### config.mk
export PLATFORM = sky130hd
export DESIGN_NAME = fbpa_geom
export DESIGN_NICKNAME = d
export VERILOG_FILES = /design/src/fbpa_pkg.sv /design/src/fbpa_geom.sv
export SDC_FILE = /design/constraint.sdc
export NUM_CORES = 1
export LEC_CHECK = 0
export ABC_AREA = 1
export BUFFER_PORTS_ARGS = -buffer_cell sky130_fd_sc_hd__buf_2
export CORE_UTILIZATION = 55
export CTS_BUF_LIST = sky130_fd_sc_hd__clkbuf_8
export DETAILED_ROUTE_END_ITERATION = 7
export GPL_TIMING_DRIVEN = 0
export PLACE_DENSITY = 0.79
export SLEW_MARGIN = 20
export SYNTH_ARGS = -nofsm -noshare
export SYNTH_HDL_FRONTEND = slang
export SYNTH_SLANG_ARGS = --single-unit
### constraint.sdc
create_clock -name clk_i -period 3.29 [get_ports clk_i]
set_input_delay 0.4935 -clock clk_i [delete_from_list [all_inputs] [get_ports clk_i]]
set_output_delay 0.4935 -clock clk_i [all_outputs]
set_load 0.02 [all_outputs]
### src/fbpa_pkg.sv
// ----------------------------------------------------------------------------
// fbpa_pkg
// shared constants, function codes and geometry type of the block pool
// ----------------------------------------------------------------------------
package fbpa_pkg;

  localparam int unsigned MaxPages     = 16;
  localparam int unsigned SlotsPerPage = 256;
  localparam int unsigned HeaderBytes  = 8;
  localparam int unsigned PoolSlots    = MaxPages * SlotsPerPage;

  localparam int unsigned PageW   = $clog2(MaxPages);
  localparam int unsigned SlotW   = $clog2(SlotsPerPage);
  localparam int unsigned HandleW = PageW + SlotW;

  localparam int unsigned DataSizeW = 17;
  localparam int unsigned AlignW    = 4;
  localparam int unsigned PageSizeW = 21;
  localparam int unsigned BlkW      = 18;
  localparam int unsigned PerPageW  = SlotW + 1;
  localparam int unsigned AddrW     = 24;
  localparam int unsigned CountW    = 13;
  localparam int unsigned PagesW    = 5;

  // function codes
  localparam logic [1:0] FuncAlloc   = 2'd0;
  localparam logic [1:0] FuncFree    = 2'd1;
  localparam logic [1:0] FuncFreeAll = 2'd2;

  // register indexes
  localparam logic [1:0] RegDataSize = 2'd0;
  localparam logic [1:0] RegAlignLog = 2'd1;
  localparam logic [1:0] RegPageSize = 2'd2;

  typedef struct packed {
    logic [BlkW-1:0]     blk_bytes;
    logic [PerPageW-1:0] per_page;
  } geom_t;

endpackage

### src/fbpa_geom.sv
// ----------------------------------------------------------------------------
// fbpa_geom
// block size and blocks-per-page, worked out by a shared compare/subtract unit
// ----------------------------------------------------------------------------
module fbpa_geom
  import fbpa_pkg::*;
(
  input  logic                 clk_i,
  input  logic                 rst_ni,
  input  logic                 start_i,
  input  logic [DataSizeW-1:0] data_size_i,
  input  logic [AlignW-1:0]    align_log2_i,
  input  logic [PageSizeW-1:0] page_size_i,
  output logic                 busy_o,
  output geom_t                geom_o
);

  typedef enum logic [2:0] {
    G_IDLE = 3'b001,
    G_PREP = 3'b010,
    G_DIV  = 3'b100
  } geom_state_e;

  localparam int unsigned TrialW = BlkW + SlotW + 1;
  localparam int unsigned BitW   = $clog2(SlotW + 1);

  geom_state_e           state_q, state_d;
  logic [BlkW-1:0]       blk_q, blk_d;
  logic [PerPageW-1:0]   quo_q, quo_d;
  logic [PageSizeW-1:0]  rem_q, rem_d;
  logic [BitW-1:0]       bit_q, bit_d;

  logic [DataSizeW-1:0]  need;
  logic [BlkW-1:0]       mask;
  logic [TrialW-1:0]     trial;
  logic                  fits;

  always_comb begin
    need  = (data_size_i > DataSizeW'(HeaderBytes)) ? data_size_i : DataSizeW'(HeaderBytes);
    mask  = (BlkW'(1) << align_log2_i) - BlkW'(1);
    trial = TrialW'(blk_q) << bit_q;
    fits  = TrialW'(rem_q) >= trial;
  end

  always_comb begin
    state_d = state_q;
    blk_d   = blk_q;
    quo_d   = quo_q;
    rem_d   = rem_q;
    bit_d   = bit_q;
    case (state_q)
      G_IDLE: ;
      G_PREP: begin
        blk_d   = (BlkW'(need) + mask) & ~mask;
        rem_d   = (page_size_i >= PageSizeW'(HeaderBytes)) ?
                  page_size_i - PageSizeW'(HeaderBytes) : '0;
        quo_d   = '0;
        bit_d   = BitW'(SlotW);
        state_d = G_DIV;
      end
      G_DIV: begin
        if (bit_q == BitW'(SlotW)) begin
          // quotient at or above the cap
          if (fits) begin
            quo_d   = PerPageW'(SlotsPerPage);
            state_d = G_IDLE;
          end else begin
            bit_d = bit_q - BitW'(1);
          end
        end else begin
          if (fits) begin
            rem_d        = rem_q - trial[PageSizeW-1:0];
            quo_d[bit_q] = 1'b1;
          end
          if (bit_q == '0) begin
            state_d = G_IDLE;
          end else begin
            bit_d = bit_q - BitW'(1);
          end
        end
      end
      default: state_d = G_IDLE;
    endcase
    if (start_i) begin
      state_d = G_PREP;
    end
  end

  always_ff @(posedge clk_i or negedge rst_ni) begin
    if (!rst_ni) begin
      state_q <= G_IDLE;
      blk_q   <= BlkW'(HeaderBytes);
      quo_q   <= PerPageW'(SlotsPerPage);
    end else begin
      state_q <= state_d;
      blk_q   <= blk_d;
      quo_q   <= quo_d;
    end
  end

  always_ff @(posedge clk_i) begin
    rem_q <= rem_d;
    bit_q <= bit_d;
  end

  assign busy_o           = (state_q != G_IDLE);
  assign geom_o.blk_bytes = blk_q;
  assign geom_o.per_page  = quo_q;

endmodule

==> results of run 1 <==
-- layout by cell type (no fill, tap or decap), types with 4 or more instances in the layout --
cell / n
nand2_4: 9
inv_1: 88
ha_1: 31
a211oi_1: 5
nand2_2: 21
nand2_1: 213
o22ai_1: 8
o21ai_4: 6
a21oi_1: 40
xor2_1: 21
o21ai_1: 12
o21a_1: 6
nor2_1: 83
xnor2_1: 16
clkbuf_8: 5
nor2_2: 8
or2_2: 7
nand3_2: 14
a21o_1: 4
buf_4: 47
nor4_1: 5
o21ai_2: 13
inv_8: 5
ha_4: 12
a22oi_2: 4
nand4_1: 11
a21oi_2: 9
clkbuf_1: 22
inv_2: 4
nand3_1: 77
o21ai_0: 36
nor3_1: 11
edfxtp_1: 25
buf_2: 77
buf_6: 5
dfrtp_1: 27
-- worst paths after layout --
path	start	end	cells past startpoint
setup / recovery	bit_q[0]$_SDFFCE_PN0P_	rem_q[1]$_DFFE_PP_	21
hold / removal	rst_ni	quo_q[5]$_DFFE_PN0P_	1
setup reg to reg	bit_q[0]$_SDFFCE_PN0P_	rem_q[1]$_DFFE_PP_	21
hold reg to reg	quo_q[8]$_DFFE_PN1P_	quo_q[8]$_DFFE_PN1P_	2
max in group asynchronous	rst_ni	blk_q[7]$_DFFE_PN0P_	1
min in group clk_i	start_i	state_q[0]$_DFFE_PN1P_	2
-- timing repair --
action / in CTS / in global routing
cloned: 5 / 0
setup buffers: 37 / 11
pin swaps: 34 / 32
setup endpoints to repair: 49 / 56
gates resized for setup: 95 / 70
endpoints found under the hold margin: 0 / 0
-- metal layers --
| layer | up-vias | GRT usage [%] | share of wire (%) | wire, um |
|---|---|---|---|---|
| li1 | 3345 | - | - | - |
| met3 | 44 | 7.688 | 9.9 | 1961 |
| met1 | 3227 | 49.07 | 44 | 8787 |
| met5 | - | 0 | 0.045 | 9 |
| met4 | 2 | 7.339 | 1.8 | 349 |
| met2 | 381 | 53.48 | 44 | 8763 |
-- Yosys cell counts (7+ instances only) --
| master | n | area share (%) |
|---|---|---|
| clkbuf_1 | 24 | 1.5 |
| nand4_1 | 11 | 1.1 |
| nand2_2 | 14 | 1.4 |
| dfrtp_1 | 27 | 11 |
| nand2_1 | 228 | 14 |
| xor2_1 | 21 | 3.0 |
| nand3_1 | 84 | 6.8 |
| nor3_1 | 12 | 0.98 |
| nand3_2 | 8 | 1.3 |
| ha_1 | 45 | 9.2 |
| xnor2_1 | 17 | 2.4 |
| or2_2 | 8 | 0.82 |
| o22ai_1 | 8 | 0.82 |
| inv_1 | 93 | 5.7 |
| buf_2 | 7 | 0.57 |
| edfxtp_1 | 25 | 12 |
| nor2_1 | 91 | 5.6 |
| o21ai_0 | 65 | 5.3 |
| a21oi_1 | 48 | 3.9 |
-- layout make-up --
class	count	area (um^2)	share of cell area (%)
Buffer	38	236.5	3.013
Clock buffer	5	68.82	0.8768
Clock inverter	3	31.28	0.3985
Inverter	96	387.9	4.942
Multi-Input combinational cell	730	4624	58.92
Sequential cell	55	1505	19.18
Tap cell	140	175.2	2.232
Timing Repair Buffer	122	788.3	10.04
Timing Repair inverter	3	31.28	0.3985
-- logic make-up after synthesis --
family          synth area share (%)
xor+xnor                       5.421
simple gates                   34.81
other cells                  0.06108
mux                           0.6522
compound gates                 15.30
flops                          24.52
fa+ha+maj                      9.823
buf+inv                        9.415
-- power by group --
group / leakage, nW / internal [mW] / switching, mW
clock network: 0.0526 / 0.165 / 0.286
registers: 0.622 / 0.804 / 0.0879
logic: 3.01 / 0.629 / 0.956
total: 3.68 / 1.60 / 1.33
-- metrics by stage --
stage | power, mW | utilization [%] | hold WS (ps) | TNS, ps | worst slack [ps]
after floorplan | 1.759 | - | 197.9 | 0 | 3.692
after global placement | 2.083 | 61.68 | 485.7 | -22590 | -707.2
after detailed placement | 2.095 | 61.68 | 484.6 | -24130 | -735.6
after CTS | 2.731 | 68.95 | 191.8 | -3973 | -146.0
after global routing | 3.095 | 72.40 | 238.1 | -12300 | -382.5
final | 2.928 | 72.40 | 175.5 | -5483 | -210.8
-- state kept, by name, indices dropped and copies added (netlist names) --
register  cells
rem_q        21
state_q       3
quo_q         9
blk_q        18
bit_q         4
-- worst reg2reg max path: stages, from the launching register on --
cell and delay [ps]:
edfxtp_1 430, buf_6 160, buf_8 140, buf_4 130
o21ai_2 190, mux2i_2 110, nand2_1 80, o21ai_2 80
or2_4 250, ha_1 340, nand4_1 180, nor2_1 130
nand2_1 60, nor2_1 90, nand3_1 70, nor2_1 110
nand3b_1 130, nand3_4 120, nand2_4 90, nand2_8 120
nand2_8 110, inv_8 110
==> metrics, run 1 <==
Max Slew Vio Count 0; row cnt 38; reg-to-reg setup timing slack -210 ps; crit-path max FO 5; CTS buffer count 5; Slowest-stage cell, CP edfxtp_1; CP cell instances buf_6 -> buf_8 -> buf_4 -> o21ai_2 -> mux2i_2 -> nand2_1 -> o21ai_2 -> or2_4 -> ha_1 -> nand4_1 -> nor2_1 -> nand2_1 -> nor2_1 -> nand3_1 -> nor2_1 -> nand3b_1 -> nand3_4 -> nand2_4 -> nand2_8 -> nand2_8 -> inv_8; Startpoint Class flop; Synth Warn # 0; syn avg cell area 6.674 um^2; layout cells sized above 1 27.09%; ANT nets after route 0; via count 6999; RSZ-0062 raised after global routing yes; io pins 73; DR pass1 iterations 6; async set-reset flop share out of synthesis 54.55%; Critical Path AT 3570 ps; Post-Route WL 19.87 mm; Setup CP Type flop to flop; CTS tree built; Worst-Skew Late Latency 340 ps; clk sinks 55; max cap viols 0; post-DP HPWL 14.36 mm; register area share after synthesis 24.52%; DR WL/cell 16.67 um; slowest cell delay on critical path 430 ps; Core ar. 10840 um^2; H-tree Lvls 2; largest net degree at the start of global routing 31; drt via density 5.872; Cell variety after synth 55; Setup WS post-layout -210.8 ps; die width 107.7 um; leakage power 3.680 nW; Port Buffers 72; status complete, but fails checks; Mapped Nets 1012; CTS clk-pin slew, worst paths 120 ps; first-pass GRT wire length 31.32 mm; Max Root-Sink Buffers 2; Layout Cells excl Fill 1192; DRT iter0 DRCs 684; relative slew slack 48.84%; maximum vdd drop 0.0002109 V; placed instance area 6686 um^2; Area growth syn-to-layout 27.84%; Max Fclk 285.6 MHz; routability cong. 0.9575; Hold Vio Cnt, Final 0; Final Cell Area 7849 um^2; Ant. Diodes 0; final setup fails 36; worst-margin pin slew 764.6 ps; skew final 18.01 ps; Synth Flop Type dfrtp_1; worst endpoint required time 3360 ps; failing checks setup timing; # fillers 854; Synth Register Bits 55; Post-synth EDFFs 25; CP dominant cell by count nor2_1; Starting Density 56.64%; HP Class input port to async pin; vias in the first global route 6419; GRT overflow 0; CP Capture Type flop; fin crit period 3501 ps; Synth Cell Area 6140 um^2; die height 107.7 um; Critical path buffers and inverters 4; part of the cycle the worst path needs 106.4%; placed cells 1132; GRT Util Overall 34.55%; drt drc 0; pwr/cell area 373.1 nW/um^2; Crit path max-delay family simple AND/OR/NAND/NOR gates; Cells after Synth 920; CTS Hold Bufs 0; initial antenna violation count 1; Net count, final 1143; clock root cell clkbuf_8; die area 11590 um^2
(Power assumes the default switching activity.)
==> run 2: changes to the inputs <==
Settings changed: ABC_AREA 1 to not set, PLACE_DENSITY 0.79 to 0.8.
==> run 2 against run 1 <==
Compared with the run above: clock skew down 6.8 ps; critical endpoint is now rem_q[11]$_DFFE_PP_; count of clock-buffer cells in the layout unchanged; setup slack worse by 340 ps; core utilization up 7.9 points; sequential share of layout area down 0.085 points; register-to-register slack worse by 340 ps; the flow finishes with violations (DRC, setup timing).
==> metrics, run 2 <==
status complete, but fails checks (unchanged); failing checks DRC, setup timing (was setup timing); DR pass1 iterations 8 (was 6); die width 103.1 um (was 107.7 um); part of the cycle the worst path needs 116.8% (was 106.4%); max cap viols 0 (unchanged); Min Hold Slack 169.1 ps (was 175.5 ps); initial antenna violation count 0 (was 1); Setup WS post-layout -554.1 ps (was -210.8 ps); drt via density 6.522 (was 5.872); Starting Density 57.22% (was 56.64%); fin crit period 3844 ps (was 3501 ps); Synth Warn # 0 (unchanged); Post-Route Utilization 80.29% (was 72.40%); PnR Total Power 3.209 mW (was 2.928 mW); Net count, final 901 (was 1143); Cells after Synth 651 (was 920); vias in the first global route 5659 (was 6419); slowest cell delay on critical path 550 ps (was 430 ps); pwr/cell area 407.0 nW/um^2 (was 373.1 nW/um^2); RSZ-0062 raised after global routing yes (unchanged); die area 10620 um^2 (was 11590 um^2); clock root cell clkbuf_8 (unchanged); Port Buffers 72 (unchanged); relative slew slack 42.08% (was 48.84%); post-synth top area share 13.36% (was 13.94%); CTS tree built (unchanged); Layout Cells excl Fill 943 (was 1192); WL met2 10.21 mm (was 8.763 mm); Psw 1.379 mW (was 1.330 mW); Synth Register Bits 55 (unchanged); GRT Util Overall 33.02% (was 34.55%); H-tree Lvls 2 (unchanged); cell taking the most area after synthesis edfxtp_1 (was nand2_1); layout cells sized above 1 41.85% (was 27.09%); Startpoint Class flop (unchanged); Area growth syn-to-layout 40.30% (was 27.84%); sequential share of power 28.9% (was 30.4%); die height 103.1 um (was 107.7 um); final setup fails 51 (was 36); sequential standard cell area 1505 um^2 (unchanged); placed cells 856 (was 1132); Met1 Wirelength 7.313 mm (was 8.787 mm); P_int 1.830 mW (was 1.598 mW); Ant. Diodes 0 (unchanged); drt drc 1 (was 0); row cnt 36 (was 38); Synth Cell Area 5619 um^2 (was 6140 um^2); commonest cells after routing, fill and taps aside buf_2, buf_4, nand2_1 (was nand2_1, inv_1, nor2_1); met3 WL 1.423 mm (was 1.961 mm); clock share of power 13.7% (was 15.4%); Worst-Skew Late Latency 330 ps (was 340 ps); Cell variety after synth 72 (was 55); CP dominant cell by count buf_6 (was nor2_1); routability cong. 0.9220 (was 0.9575); Comb pwr share 57.4% (was 54.2%); CTS clk-pin slew, worst paths 120 ps (about the same); # fillers 578 (was 854); Synth Flop Type dfrtp_1 (unchanged); worst-margin pin slew 868.8 ps (was 764.6 ps); Crit path max-delay family compound AO/OA/AOI/OAI gates (was simple AND/OR/NAND/NOR gates); DR WL/cell 21.37 um (was 16.67 um); crit-path max FO 8 (was 5); largest net degree at the start of global routing 31 (unchanged); CP cell instances buf_6 -> buf_8 -> buf_6 -> mux4_2 -> mux2i_1 -> nor2_1 -> a21oi_2 -> ha_4 -> buf_4 -> nand3_2 -> nor4_4 -> a211oi_2 -> o221ai_2 -> o21ai_4 -> o21ai_4 -> buf_6 -> o21a_4 (was buf_6 -> buf_8 -> buf_4 -> o21ai_2 -> mux2i_2 -> nand2_1 -> o21ai_2 -> or2_4 -> ha_1 -> nand4_1 -> nor2_1 -> nand2_1 -> nor2_1 -> nand3_1 -> nor2_1 -> nand3b_1 -> nand3_4 -> nand2_4 -> nand2_8 -> nand2_8 -> inv_8); Sw Ratio 42.97% (was 45.43%); Mapped Nets 743 (was 1012); Post-Route WL 20.15 mm (was 19.87 mm); post-DP HPWL 11.86 mm (was 14.36 mm); cell with the most instances after synthesis nand2_1 (unchanged); DRT iter0 DRCs 465 (was 684); Max Root-Sink Buffers 2 (unchanged); async set-reset flop share out of synthesis 54.55% (unchanged); Regs by FF count rem_q x21, blk_q x18, quo_q x9 (unchanged); Post-synth EDFFs 25 (unchanged); multi-input logic area 4716 um^2 (was 4624 um^2); setup TNS -22190 ps (was -5483 ps); Top reg by flops rem_q (unchanged); ANT nets after route 0 (unchanged); top post-synthesis cells by count nand2_1, nor2_1, ha_1, a21oi_1, clkbuf_1 (was nand2_1, inv_1, nor2_1, nand3_1, o21ai_0); via count 6150 (was 6999); Max Slew Vio Count 0 (unchanged); Slowest-stage cell, CP mux4_2 (was edfxtp_1); register area share after synthesis 26.79% (was 24.52%); GRT overflow 0 (unchanged); HP Class input port to async pin (unchanged); skew final 11.22 ps (was 18.01 ps); leakage power 3.244 nW (was 3.680 nW); Critical path buffers and inverters 5 (was 4); ranking of synthesized cells by area edfxtp_1, dfrtp_1, ha_1 (was nand2_1, edfxtp_1, dfrtp_1); commonest non-fill, non-tap cell in the layout buf_2 (was nand2_1); number of flip-flops in the largest register 21 (unchanged); Core ar. 9819 um^2 (was 10840 um^2); worst endpoint required time 3340 ps (was 3360 ps); Hold Vio Cnt, Final 0 (unchanged); maximum vdd drop 0.0002815 V (was 0.0002109 V); CTS Hold Bufs 0 (unchanged); Setup CP Type flop to flop (unchanged); Top Metal Used met4 (was met5); Critical Path AT 3890 ps (was 3570 ps); Max Fclk 260.1 MHz (was 285.6 MHz); CP Capture Type flop (unchanged); syn avg cell area 8.632 um^2 (was 6.674 um^2); clk sinks 55 (unchanged); io pins 73 (unchanged); first-pass GRT wire length 26.90 mm (was 31.32 mm); CTS buffer count 5 (unchanged)
-- run 2: cell families (layout without fill, tap and decap cells) --
kind of cell	count (synthesis)	count (layout)	share of synthesized area, %
compound gates	197	200	23.49
xor+xnor	44	44	6.858
buf+inv	72	228	5.233
other cells	1	1	0.06674
simple gates	206	206	18.08
flops	55	55	26.79
mux	29	29	8.751
fa+ha+maj	47	47	10.73
-- run 2: final timing paths --
| kind | to | slack, ps | cells after the start | from |
|---|---|---|---|---|
| min in group clk_i | state_q[0]$_DFFE_PN1P_ | 290 | 2 | start_i |
| max | rem_q[11]$_DFFE_PP_ | -550 | 17 | bit_q[0]$_SDFFCE_PN0P_ |
| min | state_q[1]$_DFFE_PN0P_ | 170 | 1 | rst_ni |
| min reg2reg | state_q[0]$_DFFE_PN1P_ | 470 | 1 | state_q[1]$_DFFE_PN0P_ |
| max in group asynchronous | blk_q[5]$_DFFE_PN0P_ | 2680 | 1 | rst_ni |
| max reg2reg | rem_q[11]$_DFFE_PP_ | -550 | 17 | bit_q[0]$_SDFFCE_PN0P_ |
-- run 2: timing repair --
action / CTS / global route
cloned: 3 / 0
gates resized for setup: 91 / 96
setup buffers: 58 / 24
pin swaps: 54 / 66
setup endpoints to repair: 58 / 58
-- run 2: per-layer routing --
layer,GRT usage (%),up-vias
li1,-,2736
met1,37.65,2925
met2,59.49,381
met3,4.068,108
met4,19.07,0
met5,0,-
-- run 2: layout make-up --
| class | count | share of cell area [%] |
|---|---|---|
| multi-input cells | 527 | 59.82 |
| flip-flops and latches | 55 | 19.09 |
| repair buffers | 153 | 13.41 |
| plain buffers | 40 | 2.873 |
| well taps | 133 | 2.111 |
| inverters | 27 | 1.397 |
| clock buffers | 5 | 0.8729 |
| clock inverters | 3 | 0.4285 |
-- run 2: per-stage QoR --
step / instance area [um^2] / setup WS [ps]
after floorplan: 5837 / -337.8
after global placement: 6364 / -808.8
after detailed placement: 6364 / -918.6
after CTS: 7263 / -344.1
after global routing: 7884 / -673.0
final: 7884 / -554.1
-- run 2: worst reg2reg max path: stages, from the launching register on --
cell,delay [ps]
edfxtp_1,410
buf_6,140
buf_8,140
buf_6,100
mux4_2,550
mux2i_1,280
nor2_1,110
a21oi_2,200
ha_4,170
buf_4,110
nand3_2,100
nor4_4,320
a211oi_2,130
o221ai_2,100
o21ai_4,100
o21ai_4,260
buf_6,160
o21a_4,180
-- run 2: power by group through the flow --
stage / sequential [mW] / combinational (mW) / clock, mW
finish: 0.926 / 1.84 / 0.440
global route: 0.934 / 1.95 / 0.464
CTS: 0.907 / 1.54 / 0.438
detailed placement: 0.918 / 1.29 / 0
global placement: 0.915 / 1.26 / 0
floorplan: 0.947 / 0.939 / 0
